`src/rtl/core/dsc_pkg.sv`:
```
// drill sequencer package: state, action and motor command codes, result record
// no dependencies; used by the interfaces, the step logic and the top level
`default_nettype none

package dsc_pkg;

    // field widths
    localparam int ACTION_W = 4;
    localparam int STATE_W  = 3;
    localparam int MOTOR_W  = 2;
    localparam int TARGET_W = 24;

    // action codes
    localparam logic [ACTION_W-1:0] ACT_INIT           = 4'd0;
    localparam logic [ACTION_W-1:0] ACT_HOME           = 4'd1;
    localparam logic [ACTION_W-1:0] ACT_DRILL          = 4'd2;
    localparam logic [ACTION_W-1:0] ACT_RETRACT        = 4'd3;
    localparam logic [ACTION_W-1:0] ACT_RETRIEVE       = 4'd4;
    localparam logic [ACTION_W-1:0] ACT_STOP_RETRIEVE  = 4'd5;
    localparam logic [ACTION_W-1:0] ACT_CLEAN          = 4'd6;
    localparam logic [ACTION_W-1:0] ACT_STOP_CLEAN     = 4'd7;
    localparam logic [ACTION_W-1:0] ACT_TICK           = 4'd8;

    // sequencer state codes
    localparam logic [STATE_W-1:0] ST_UNKNOWN    = 3'd0;
    localparam logic [STATE_W-1:0] ST_READY      = 3'd1;
    localparam logic [STATE_W-1:0] ST_HOMING     = 3'd2;
    localparam logic [STATE_W-1:0] ST_DRILLING   = 3'd3;
    localparam logic [STATE_W-1:0] ST_RETRACTING = 3'd4;
    localparam logic [STATE_W-1:0] ST_RETRIEVING = 3'd5;
    localparam logic [STATE_W-1:0] ST_CLEANING   = 3'd6;

    // auger rotation codes
    localparam logic [MOTOR_W-1:0] TURN_NONE  = 2'd0;
    localparam logic [MOTOR_W-1:0] TURN_RIGHT = 2'd1;
    localparam logic [MOTOR_W-1:0] TURN_LEFT  = 2'd2;

    // press direction codes
    localparam logic [MOTOR_W-1:0] DIR_NONE = 2'd0;
    localparam logic [MOTOR_W-1:0] DIR_UP   = 2'd1;
    localparam logic [MOTOR_W-1:0] DIR_DOWN = 2'd2;

    // one result record: new state and the motor commands issued
    typedef struct packed {
        logic [STATE_W-1:0]  drill_state_out;
        logic                auger_soft_stop;
        logic [MOTOR_W-1:0]  auger_turn;
        logic                press_stop;
        logic [MOTOR_W-1:0]  press_direction;
        logic                press_target_valid;
        logic [TARGET_W-1:0] press_target;
        logic                press_set_home;
        logic                press_step;
    } t_result;

endpackage

`default_nettype wire

```
`src/rtl/core/dsc_if.sv`:
```
// valid/ready channel interfaces for the drill sequencer input and result streams
// depends on dsc_pkg for field widths
`default_nettype none

interface dsc_in_if;
    logic                          valid;
    logic                          ready;
    logic [dsc_pkg::ACTION_W-1:0]  action;
    logic                          upper_switch;

    modport source (output valid, output action, output upper_switch, input ready);
    modport sink   (input valid, input action, input upper_switch, output ready);
endinterface

interface dsc_out_if;
    logic                          valid;
    logic                          ready;
    logic [dsc_pkg::STATE_W-1:0]   drill_state_out;
    logic                          auger_soft_stop;
    logic [dsc_pkg::MOTOR_W-1:0]   auger_turn;
    logic                          press_stop;
    logic [dsc_pkg::MOTOR_W-1:0]   press_direction;
    logic                          press_target_valid;
    logic [dsc_pkg::TARGET_W-1:0]  press_target;
    logic                          press_set_home;
    logic                          press_step;

    modport source (
        output valid, output drill_state_out, output auger_soft_stop, output auger_turn,
        output press_stop, output press_direction, output press_target_valid,
        output press_target, output press_set_home, output press_step,
        input ready
    );
    modport sink (
        input valid, input drill_state_out, input auger_soft_stop, input auger_turn,
        input press_stop, input press_direction, input press_target_valid,
        input press_target, input press_set_home, input press_step,
        output ready
    );
endinterface

`default_nettype wire

```
`src/rtl/core/dsc_step.sv`:
```
// next-state and motor command logic for one transaction of the drill sequencer
// depends on dsc_pkg for codes and the result record
`default_nettype none

module dsc_step (
    input  wire logic [dsc_pkg::STATE_W-1:0]  i_state,
    input  wire logic [dsc_pkg::ACTION_W-1:0] i_action,
    input  wire logic                         i_upper_switch,
    input  wire logic [dsc_pkg::TARGET_W-1:0] i_drilling_target,
    output dsc_pkg::t_result                  o_result
);

    logic [dsc_pkg::STATE_W-1:0] st;

    // unreachable state code falls back to unknown
    always_comb begin
        if (i_state > dsc_pkg::ST_CLEANING) begin
            st = dsc_pkg::ST_UNKNOWN;
        end else begin
            st = i_state;
        end
    end

    // command decode, each command gated by its required state (init by the upper switch instead)
    always_comb begin
        o_result                 = '0;
        o_result.drill_state_out = st;
        unique case (i_action)
            dsc_pkg::ACT_INIT: begin
                if (i_upper_switch) begin
                    o_result.auger_soft_stop = 1'b1;
                    o_result.press_stop      = 1'b1;
                    o_result.drill_state_out = dsc_pkg::ST_READY;
                end
            end
            dsc_pkg::ACT_HOME: begin
                if (st == dsc_pkg::ST_UNKNOWN) begin
                    o_result.drill_state_out = dsc_pkg::ST_HOMING;
                    o_result.press_stop      = 1'b1;
                    o_result.auger_soft_stop = 1'b1;
                    o_result.press_direction = dsc_pkg::DIR_UP;
                end
            end
            dsc_pkg::ACT_DRILL: begin
                if (st == dsc_pkg::ST_READY) begin
                    o_result.drill_state_out    = dsc_pkg::ST_DRILLING;
                    o_result.auger_turn         = dsc_pkg::TURN_RIGHT;
                    o_result.press_target_valid = 1'b1;
                    o_result.press_target       = i_drilling_target;
                    o_result.press_direction    = dsc_pkg::DIR_DOWN;
                end
            end
            dsc_pkg::ACT_RETRACT: begin
                if (st == dsc_pkg::ST_DRILLING) begin
                    o_result.drill_state_out = dsc_pkg::ST_RETRACTING;
                    o_result.auger_soft_stop = 1'b1;
                    o_result.press_direction = dsc_pkg::DIR_UP;
                end
            end
            dsc_pkg::ACT_RETRIEVE: begin
                if (st == dsc_pkg::ST_READY) begin
                    o_result.drill_state_out = dsc_pkg::ST_RETRIEVING;
                    o_result.press_stop      = 1'b1;
                    o_result.auger_soft_stop = 1'b1;
                    o_result.auger_turn      = dsc_pkg::TURN_RIGHT;
                end
            end
            dsc_pkg::ACT_STOP_RETRIEVE: begin
                if (st == dsc_pkg::ST_RETRIEVING) begin
                    o_result.auger_soft_stop = 1'b1;
                    o_result.drill_state_out = dsc_pkg::ST_READY;
                end
            end
            dsc_pkg::ACT_CLEAN: begin
                if (st == dsc_pkg::ST_READY) begin
                    o_result.drill_state_out = dsc_pkg::ST_CLEANING;
                    o_result.press_stop      = 1'b1;
                    o_result.auger_soft_stop = 1'b1;
                    o_result.auger_turn      = dsc_pkg::TURN_LEFT;
                end
            end
            dsc_pkg::ACT_STOP_CLEAN: begin
                if (st == dsc_pkg::ST_CLEANING) begin
                    o_result.auger_soft_stop = 1'b1;
                    o_result.drill_state_out = dsc_pkg::ST_READY;
                end
            end
            dsc_pkg::ACT_TICK: begin
                // readiness check, homing/retraction end on the switch, drilling keeps stepping
                if (st == dsc_pkg::ST_UNKNOWN || st == dsc_pkg::ST_READY) begin
                    o_result.drill_state_out = i_upper_switch ? dsc_pkg::ST_READY
                                                              : dsc_pkg::ST_UNKNOWN;
                end else if (st == dsc_pkg::ST_HOMING) begin
                    if (i_upper_switch) begin
                        o_result.press_stop      = 1'b1;
                        o_result.press_set_home  = 1'b1;
                        o_result.drill_state_out = dsc_pkg::ST_READY;
                    end else begin
                        o_result.press_step = 1'b1;
                    end
                end else if (st == dsc_pkg::ST_DRILLING) begin
                    o_result.press_step = 1'b1;
                end else if (st == dsc_pkg::ST_RETRACTING) begin
                    if (i_upper_switch) begin
                        o_result.press_stop      = 1'b1;
                        o_result.drill_state_out = dsc_pkg::ST_READY;
                    end else begin
                        o_result.press_step = 1'b1;
                    end
                end
            end
            default: begin
                // unused action codes change nothing
            end
        endcase
    end

endmodule

`default_nettype wire

```
`src/rtl/core/drill_sequence_controller_core.sv`:
```
// drill sequencer top level: state and target registers, output register and skid stage
// depends on dsc_pkg, dsc_in_if / dsc_out_if and dsc_step
`default_nettype none

// Drill sequencer. Each input transaction (one action plus the upper end switch level)
// updates the sequencer state in the cycle it is accepted and yields exactly one registered
// result transaction. One transaction per cycle is sustained while input ready is high: the state
// update is a single pass of decode logic between the state register and the result register. The
// result side has an output register plus a one-entry skid stage, so input ready only drops once
// two results are waiting. The drilling target is to be written through i_cfg_we/i_cfg_data while
// no transaction is in flight; the block does not enforce this. It resets to zero.
module drill_sequence_controller_core (
    input  wire logic                         i_clk,
    input  wire logic                         i_rst_n,
    dsc_in_if.sink                            i_in,
    dsc_out_if.source                         o_out,
    input  wire logic                         i_cfg_we,
    input  wire logic [dsc_pkg::TARGET_W-1:0] i_cfg_data
);

    logic [dsc_pkg::STATE_W-1:0]  r_state;
    logic [dsc_pkg::TARGET_W-1:0] r_target;
    dsc_pkg::t_result             r_out;
    dsc_pkg::t_result             n_out;
    logic                         r_out_valid;
    logic                         n_out_valid;
    dsc_pkg::t_result             r_skid;
    logic                         r_skid_valid;
    logic                         n_skid_valid;
    dsc_pkg::t_result             step_res;
    logic                         in_fire;
    logic                         out_fire;

    assign i_in.ready = !r_skid_valid;
    assign in_fire    = i_in.valid && !r_skid_valid;
    assign out_fire   = r_out_valid && o_out.ready;

    // sequencer decode
    dsc_step u_step (
        .i_state           (r_state),
        .i_action          (i_in.action),
        .i_upper_switch    (i_in.upper_switch),
        .i_drilling_target (r_target),
        .o_result          (step_res)
    );

    // output register and skid stage steering
    always_comb begin
        n_out        = r_out;
        n_out_valid  = r_out_valid;
        n_skid_valid = r_skid_valid;
        if (!r_out_valid || out_fire) begin
            if (r_skid_valid) begin
                n_out        = r_skid;
                n_out_valid  = 1'b1;
                n_skid_valid = 1'b0;
            end else if (in_fire) begin
                n_out       = step_res;
                n_out_valid = 1'b1;
            end else begin
                n_out_valid = 1'b0;
            end
        end else if (in_fire) begin
            n_skid_valid = 1'b1;
        end
    end

    // control state
    always_ff @(posedge i_clk) begin
        if (!i_rst_n) begin
            r_state      <= dsc_pkg::ST_UNKNOWN;
            r_target     <= '0;
            r_out_valid  <= 1'b0;
            r_skid_valid <= 1'b0;
        end else begin
            if (in_fire) begin
                r_state <= step_res.drill_state_out;
            end
            if (i_cfg_we) begin
                r_target <= i_cfg_data;
            end
            r_out_valid  <= n_out_valid;
            r_skid_valid <= n_skid_valid;
        end
    end

    // result payload
    always_ff @(posedge i_clk) begin
        r_out <= n_out;
        if (in_fire && r_out_valid && !o_out.ready) begin
            r_skid <= step_res;
        end
    end

    // result channel
    assign o_out.valid              = r_out_valid;
    assign o_out.drill_state_out    = r_out.drill_state_out;
    assign o_out.auger_soft_stop    = r_out.auger_soft_stop;
    assign o_out.auger_turn         = r_out.auger_turn;
    assign o_out.press_stop         = r_out.press_stop;
    assign o_out.press_direction    = r_out.press_direction;
    assign o_out.press_target_valid = r_out.press_target_valid;
    assign o_out.press_target       = r_out.press_target;
    assign o_out.press_set_home     = r_out.press_set_home;
    assign o_out.press_step         = r_out.press_step;

    // skid entry only exists behind a full output register
    a_skid_behind_out: assert property (@(posedge i_clk) disable iff (!i_rst_n)
        r_skid_valid |-> r_out_valid)
        else $error("skid holds a result while output register is empty");

    // stalled output with a new transaction spills into the skid stage
    a_stall_to_skid: assert property (@(posedge i_clk) disable iff (!i_rst_n)
        (in_fire && r_out_valid && !o_out.ready) |=> r_skid_valid)
        else $error("result lost on stalled output");

    // state register never holds the unused code
    a_state_legal: assert property (@(posedge i_clk) disable iff (!i_rst_n)
        r_state <= dsc_pkg::ST_CLEANING)
        else $error("sequencer state out of range");

    // target only shown together with its valid flag
    a_target_zero: assert property (@(posedge i_clk) disable iff (!i_rst_n)
        (r_out_valid && !r_out.press_target_valid) |-> (r_out.press_target == '0))
        else $error("press target nonzero without valid");

    // accepted transaction moves the state to the decoded next state
    a_state_follows: assert property (@(posedge i_clk) disable iff (!i_rst_n)
        in_fire |=> (r_state == $past(step_res.drill_state_out)))
        else $error("state register did not follow decode");

endmodule

`default_nettype wire
```
`src/flat_wrapper.sv`:
```
// flat-port wrapper written by rule: the top's interface ports become plain ports
module drill_sequence_controller_core_flat 
  (i_clk, i_rst_n, i_cfg_we, i_cfg_data, i_in_valid, i_in_action, i_in_upper_switch, i_in_ready, o_out_valid, o_out_drill_state_out, o_out_auger_soft_stop, o_out_auger_turn, o_out_press_stop, o_out_press_direction, o_out_press_target_valid, o_out_press_target, o_out_press_set_home, o_out_press_step, o_out_ready);
  dsc_in_if i_in_i ();
  dsc_out_if o_out_i ();
  input  wire logic i_clk;
  input  wire logic i_rst_n;
  input  wire logic i_cfg_we;
  input  wire logic [dsc_pkg::TARGET_W-1:0] i_cfg_data;
  input wire logic [$bits(i_in_i.valid)-1:0] i_in_valid;
  input wire logic [$bits(i_in_i.action)-1:0] i_in_action;
  input wire logic [$bits(i_in_i.upper_switch)-1:0] i_in_upper_switch;
  output wire logic [$bits(i_in_i.ready)-1:0] i_in_ready;
  output wire logic [$bits(o_out_i.valid)-1:0] o_out_valid;
  output wire logic [$bits(o_out_i.drill_state_out)-1:0] o_out_drill_state_out;
  output wire logic [$bits(o_out_i.auger_soft_stop)-1:0] o_out_auger_soft_stop;
  output wire logic [$bits(o_out_i.auger_turn)-1:0] o_out_auger_turn;
  output wire logic [$bits(o_out_i.press_stop)-1:0] o_out_press_stop;
  output wire logic [$bits(o_out_i.press_direction)-1:0] o_out_press_direction;
  output wire logic [$bits(o_out_i.press_target_valid)-1:0] o_out_press_target_valid;
  output wire logic [$bits(o_out_i.press_target)-1:0] o_out_press_target;
  output wire logic [$bits(o_out_i.press_set_home)-1:0] o_out_press_set_home;
  output wire logic [$bits(o_out_i.press_step)-1:0] o_out_press_step;
  input wire logic [$bits(o_out_i.ready)-1:0] o_out_ready;
  assign i_in_i.valid = i_in_valid;
  assign i_in_i.action = i_in_action;
  assign i_in_i.upper_switch = i_in_upper_switch;
  assign i_in_ready = i_in_i.ready;
  assign o_out_valid = o_out_i.valid;
  assign o_out_drill_state_out = o_out_i.drill_state_out;
  assign o_out_auger_soft_stop = o_out_i.auger_soft_stop;
  assign o_out_auger_turn = o_out_i.auger_turn;
  assign o_out_press_stop = o_out_i.press_stop;
  assign o_out_press_direction = o_out_i.press_direction;
  assign o_out_press_target_valid = o_out_i.press_target_valid;
  assign o_out_press_target = o_out_i.press_target;
  assign o_out_press_set_home = o_out_i.press_set_home;
  assign o_out_press_step = o_out_i.press_step;
  assign o_out_i.ready = o_out_ready;
  drill_sequence_controller_core u_core (.i_clk(i_clk), .i_rst_n(i_rst_n), .i_in(i_in_i), .o_out(o_out_i), .i_cfg_we(i_cfg_we), .i_cfg_data(i_cfg_data));
endmodule
```
`config.mk`:
```
export PLATFORM = sky130hd
export DESIGN_NAME = drill_sequence_controller_core_flat
export DESIGN_NICKNAME = d
export VERILOG_FILES = /design/src/rtl/core/dsc_pkg.sv /design/src/rtl/core/dsc_if.sv /design/src/rtl/core/dsc_step.sv /design/src/rtl/core/drill_sequence_controller_core.sv /design/src/flat_wrapper.sv
export SDC_FILE = /design/constraint.sdc
export NUM_CORES = 1
export LEC_CHECK = 0
export BUFFER_PORTS_ARGS = -buffer_cell sky130_fd_sc_hd__buf_2
export CAP_MARGIN = 20
export CORE_MARGIN = 2
export CORE_UTILIZATION = 45
export CTS_CLUSTER_DIAMETER = 200
export DETAILED_ROUTE_END_ITERATION = 7
export MAX_ROUTING_LAYER = met4
export PLACE_DENSITY_LB_ADDON = 0.12
export SYNTH_ARGS = -nofsm -noshare
export SYNTH_HDL_FRONTEND = slang
export SYNTH_SLANG_ARGS = --single-unit
```
`constraint.sdc`:
```
create_clock -name i_clk -period 2.6 [get_ports i_clk]
set_clock_uncertainty 0.15 [all_clocks]
set_input_delay 0.13 -clock i_clk [delete_from_list [all_inputs] [get_ports i_clk]]
set_output_delay 0.13 -clock i_clk [all_outputs]
set_load 0.03 [all_outputs]
```
[Word-level counts from Yosys, hierarchy flattened]
Index checks and enable logic that the tools add are counted.
Word-level totals
  register bits: 101
  bits in latches: 0
  bits in writable memories: 0
  bits in read-only memories: 0
  input port bits: 34
  output and inout bits: 38
  memories: 0
Cells by class
  $add $sub $neg: 0
  multiply operators: 0
  div/mod/pow operators: 0
  magnitude comparators: 1
  equality and inequality tests: 14
  shifts and indexed selects: 0
  mux-type cells: 41
  bitwise logic cells: 1
  reductions and logical operators: 14
Operators by type and width (number)
  36-bit two-way mux: 2
  27-bit two-way mux: 1
  3-bit case mux with 9 select lines: 1
  25-bit two-way mux: 1
  3-bit two-way mux: 8
  4-bit two-way mux: 5
  4-bit by 3-bit equality test with 1-bit output, second input constant: 4
  1-bit two-way mux: 15
  7-bit two-way mux: 2
  2-bit case mux with 3 select lines: 2
  3-bit equality test, second input constant: 3
  4-bit by 2-bit equality test with 1-bit output, second input constant: 2
  1-bit case mux with 7 select lines: 1
  3-bit by 2-bit equality test with 1-bit output, second input constant: 2
  1-bit case mux with 5 select lines: 1
  4-bit by 1-bit equality test with 1-bit output, second input constant: 1
  4-bit equality test, second input constant: 1
  1-bit logical AND: 4
  4-bit zero test: 1
  2-bit two-way mux: 2
  3-bit by 1-bit equality test with 1-bit output, second input constant: 1
  3-bit greater-than comparator, second input constant: 1
  1-bit zero test: 3
  3-bit zero test: 1
  5 further kinds: 6

[Longest topological paths before layout]
  depth in word-level cells: 10
  depth in mapped cells: 7
  mapped depth without buffers: 5

[By module]
From an unflattened synthesis, not the netlist that was laid out.
Second synthesis, totals
  cells, all modules: 337
  area, all modules: 4511.8 um^2
By module, submodules not included
  drill_sequence_controller_core: times used 1, cells each 212, area each 3736.1 um^2
  dsc_step: times used 1, cells each 125, area each 775.7 um^2

[Worst setup path before layout]
No wires, ideal clock.
  path type: reg-to-reg
  start point: register u_core.r_skid_valid
  end point: register u_core.r_skid[0] in the netlist's numbering, enable pin
  setup time: 427 ps
  data arrival time: 2224 ps
  data required time: 2023 ps
  setup slack: -202 ps
  cell stages (with the launch flop): 5
  clock period less this slack: 2802 ps
  cells stage by stage: dfxtp_1 -> buf_2 -> nand2b_1 -> clkbuf_1 -> nor2_1
Between the ends
  longest elaborated chain between the ends: 4
RTL lines
  from (decl): line drill_sequence_controller_core.sv:28  | logic r_skid_valid;
  from (signal assigned): line drill_sequence_controller_core.sv:83  | r_skid_valid <= n_skid_valid;
  1-bit zero test: line drill_sequence_controller_core.sv:35  | assign in_fire = i_in.valid && !r_skid_valid;
  1-bit logical AND: line drill_sequence_controller_core.sv:35
  1-bit logical AND (2 in a row): line drill_sequence_controller_core.sv:90  | if (in_fire && r_out_valid && !o_out.ready) begin
  to (signal assigned): line drill_sequence_controller_core.sv:91  | r_skid <= step_res;
  to (decl): line drill_sequence_controller_core.sv:27  | dsc_pkg::t_result r_skid;
Every way passes these cells.
A chain may end at the register's enable or synchronous reset.

==> impl_metrics.toml <==
[synthesis]
synth.top_cell.area_share = 0.480
ys_seq_area_frac = 0.612
synth_top_area_cell = "edfxtp_1"
synth_edf_count = 70
syn_inst = 333
ys_types = 52
async_reset_ff_frac = 0
avgSynthCellArea_um2 = 13.2
syn-num-nets = 367
synth_area_leaders = "edfxtp_1, dfxtp_1, mux2_2, mux2i_1, nor2b_1"
synth_area_um2 = 4380
yosysMostFrequentCell = "edfxtp_1"
yosys_warnings = 0
ys_seq_elements = 99
synth_top_flop_cell = "edfxtp_1"
synth_common_cells = "edfxtp_1, dfxtp_1, nor2b_1, and2_1, mux2i_1"

[setup_path]
r2r_end = "u_core.o_out.press_target[20]"
path_max_fanout = 26
r2r-start = "u_core.r_state[2]"
ff2ff_setup_slack_ns = 0.43
r2r_cells = 6
crit_arrival_ns = 2.13
worstPathRequired_ns = 2.57
startpoint = "u_core.r_state[2]"
start_kind = "flop"
cp-end-kind = "flop"
crit_type = "reg2reg"

[detailed_routing]
top_layer = "met4"
wl_met3_um = 348
met2_length_um = 4080
drc = 0
drtAntennaViolNets = 0
drt-initial-drc-count = 139
wirelength_um = 8970
met1_length_um = 4360
drt_pre_antenna_iters = 4
wl_per_cell_um = 15.9
via_per_inst = 5.02
num_vias = 2831

[global_routing]
grt.total_usage = 0.187
grt_pass1_vias = 2772
grt_max_degree = 30
grt_pass1_wl_um = 14200
grt_overflow = 0
antenna_found_initial = 0

[power_and_ir_drop]
total_power_uw = 3110
p_comb_frac = 0.121
p_switching_uw = 787
power_leakage_uw = 0.00211
ir_drop_v = 0.000257
p_per_area_nw_per_um2 = 587
power_frac_seq = 0.580
clockPowerShare = 0.299
intPower_uw = 2320
swShare = 0.253

[cells_and_area]
fin_nets = 460
syn_to_final_growth_pct = 20.9
design_area_um2 = 5300
diodes = 0
final_layout_size_suffix_gt1_frac = 0.290
finalNonFillerCells = 564

[hold_path]
hold_end = "u_core.o_out.valid"
hold_path_class = "in2reg"
hold_start = "o_out_ready"
hold_path_depth = 3

[clock_network]
cts_tree = "built"
clk_pin_slew_worst_paths_ns = 0.09
clock_path_buffers = 2
htree_levels = 3
cts_root_buffer = "clkbuf_8"
insertion_delay_ns = 0.36
cts-resized-gates = 0
post_cts_buffers = 0
hold_buffers = 26
cts.sinks = 99
cts_buffers = 9

[timing]
finalCritPeriodShare = 0.834
max_slew.worst_pin.slew_ns = 0.829
min_period_ns = 2.17
setup_viol = 0
layout_setup_ws_ns = 0.432
rsz0062_at_grt = "no"
setup_tns_ns = 0
slew_headroom = 0.447
drv_slew = 0
finalHoldViolCount = 0
fmax_mhz = 461

[place]
place_area_um2 = 4860
dpl_worst_slack_ns = 0.471
place_congestion = 0.814
dp.cells = 522
dp_hpwl_um = 5470
portBuffers = 71

[floorplanning]
dieArea_um2 = 10500
num_rows = 36
start_util = 0.457
core_area_um2 = 9590
num_io_pins = 72
die_height_um = 103
die_w_um = 103

[job]
cap_violations = 0

[status]
outcome = "finished clean"
[metal layers]
metal  up-vias  GRT usage
li1       1386          -
met1      1347      0.251
met2        78      0.275
met3        20     0.0339
met4         0     0.0913
met5         -          -
[cell usage in the layout (no fill, tap or decap), types with 2 or more instances in the layout]
cell and n:
buf_2 71, edfxtp_1 70, dfxtp_1 29, nor2b_1 27, and2_1 26, dlygate4sd3_1 26, mux2i_1 25, mux2_2 24
nand2_1 18, nor2_1 14, clkbuf_8 11, nand2b_1 8, a21oi_1 6, mux2_1 6, buf_4 6, nor3_1 4
nand4_1 3, o21ai_1 3, inv_1 3, o21ai_0 3, nand3_1 3, o211a_1 3, o31ai_1 3, o32a_1 2
o21a_1 2, xnor2_1 2, clkbuf_1 2
[cells by family after synthesis]
logic type / after synthesis / share of synthesized area
AOI/OAI and AO/OA: 38 / 0.0671
buffers and inverters: 26 / 0.0311
xor gates and xnor gates: 3 / 0.00600
muxes: 56 / 0.138
and+or+nand+nor: 111 / 0.146
DFF: 99 / 0.612
[worst max-delay path by stage]
stage / slack [ns] / cells after the start / to
after floorplan: 0.38 / 4 / u_core.r_skid[0]
after global placement: 0.51 / 6 / u_core.o_out.press_target[20]
after detailed placement: 0.47 / 6 / u_core.o_out.press_target[21]
after CTS: 0.39 / 3 / i_in_ready
after global routing: 0.24 / 5 / u_core.o_out.drill_state_out[1]
final: 0.43 / 6 / u_core.o_out.press_target[20]
[sequential cells by signal (all words and copies together) (netlist names), 2 cells and up]
| signal | flops |
|---|---|
| u_core.o_out.drill_state_out | 3 |
| u_core.o_out.press_target | 24 |
| u_core.r_skid | 35 |
| u_core.r_target | 24 |
| u_core.r_state | 3 |
| u_core.o_out.auger_turn | 2 |
[final cells by class]
class | count | area (µm²)
timing repair buffer | 104 | 681
clock buffer | 13 | 159
tap | 133 | 166
clock inverter | 3 | 21.3
sequential | 99 | 2680
inverter | 4 | 15.0
fill | 825 | 4300
multi-input combinational | 208 | 1570
[per-stage QoR]
| stage | utilization | hold WS [ns] |
|---|---|---|
| 3_3_place_gp | 0.506 | 0.237 |
| 2_1_floorplan | - | 0.149 |
| 3_5_place_dp | 0.506 | 0.243 |
| 4_1_cts | 0.552 | 0.0474 |
| 6_report | 0.552 | 0.0537 |
| 5_1_grt | 0.552 | 0.0895 |
[power groups by stage]
| stage | registers [µW] | clock network [µW] | logic [µW] |
|---|---|---|---|
| final | 1800 | 929 | 377 |
| after global placement | 1840 | 0 | 345 |
| after floorplan | 1900 | 0 | 176 |
| after global routing | 1810 | 1020 | 410 |
| after detailed placement | 1840 | 0 | 350 |
| after CTS | 1800 | 949 | 380 |
[critical path, stage by stage (launching register included)]
cell     delay (ns)
dfxtp_1        0.73
nor2b_2        0.13
nand2_1        0.15
nor3_4         0.04
buf_4          0.22
and2_1         0.20
mux2_1         0.29
No activity file was read; power rests on OpenSTA's default activity.
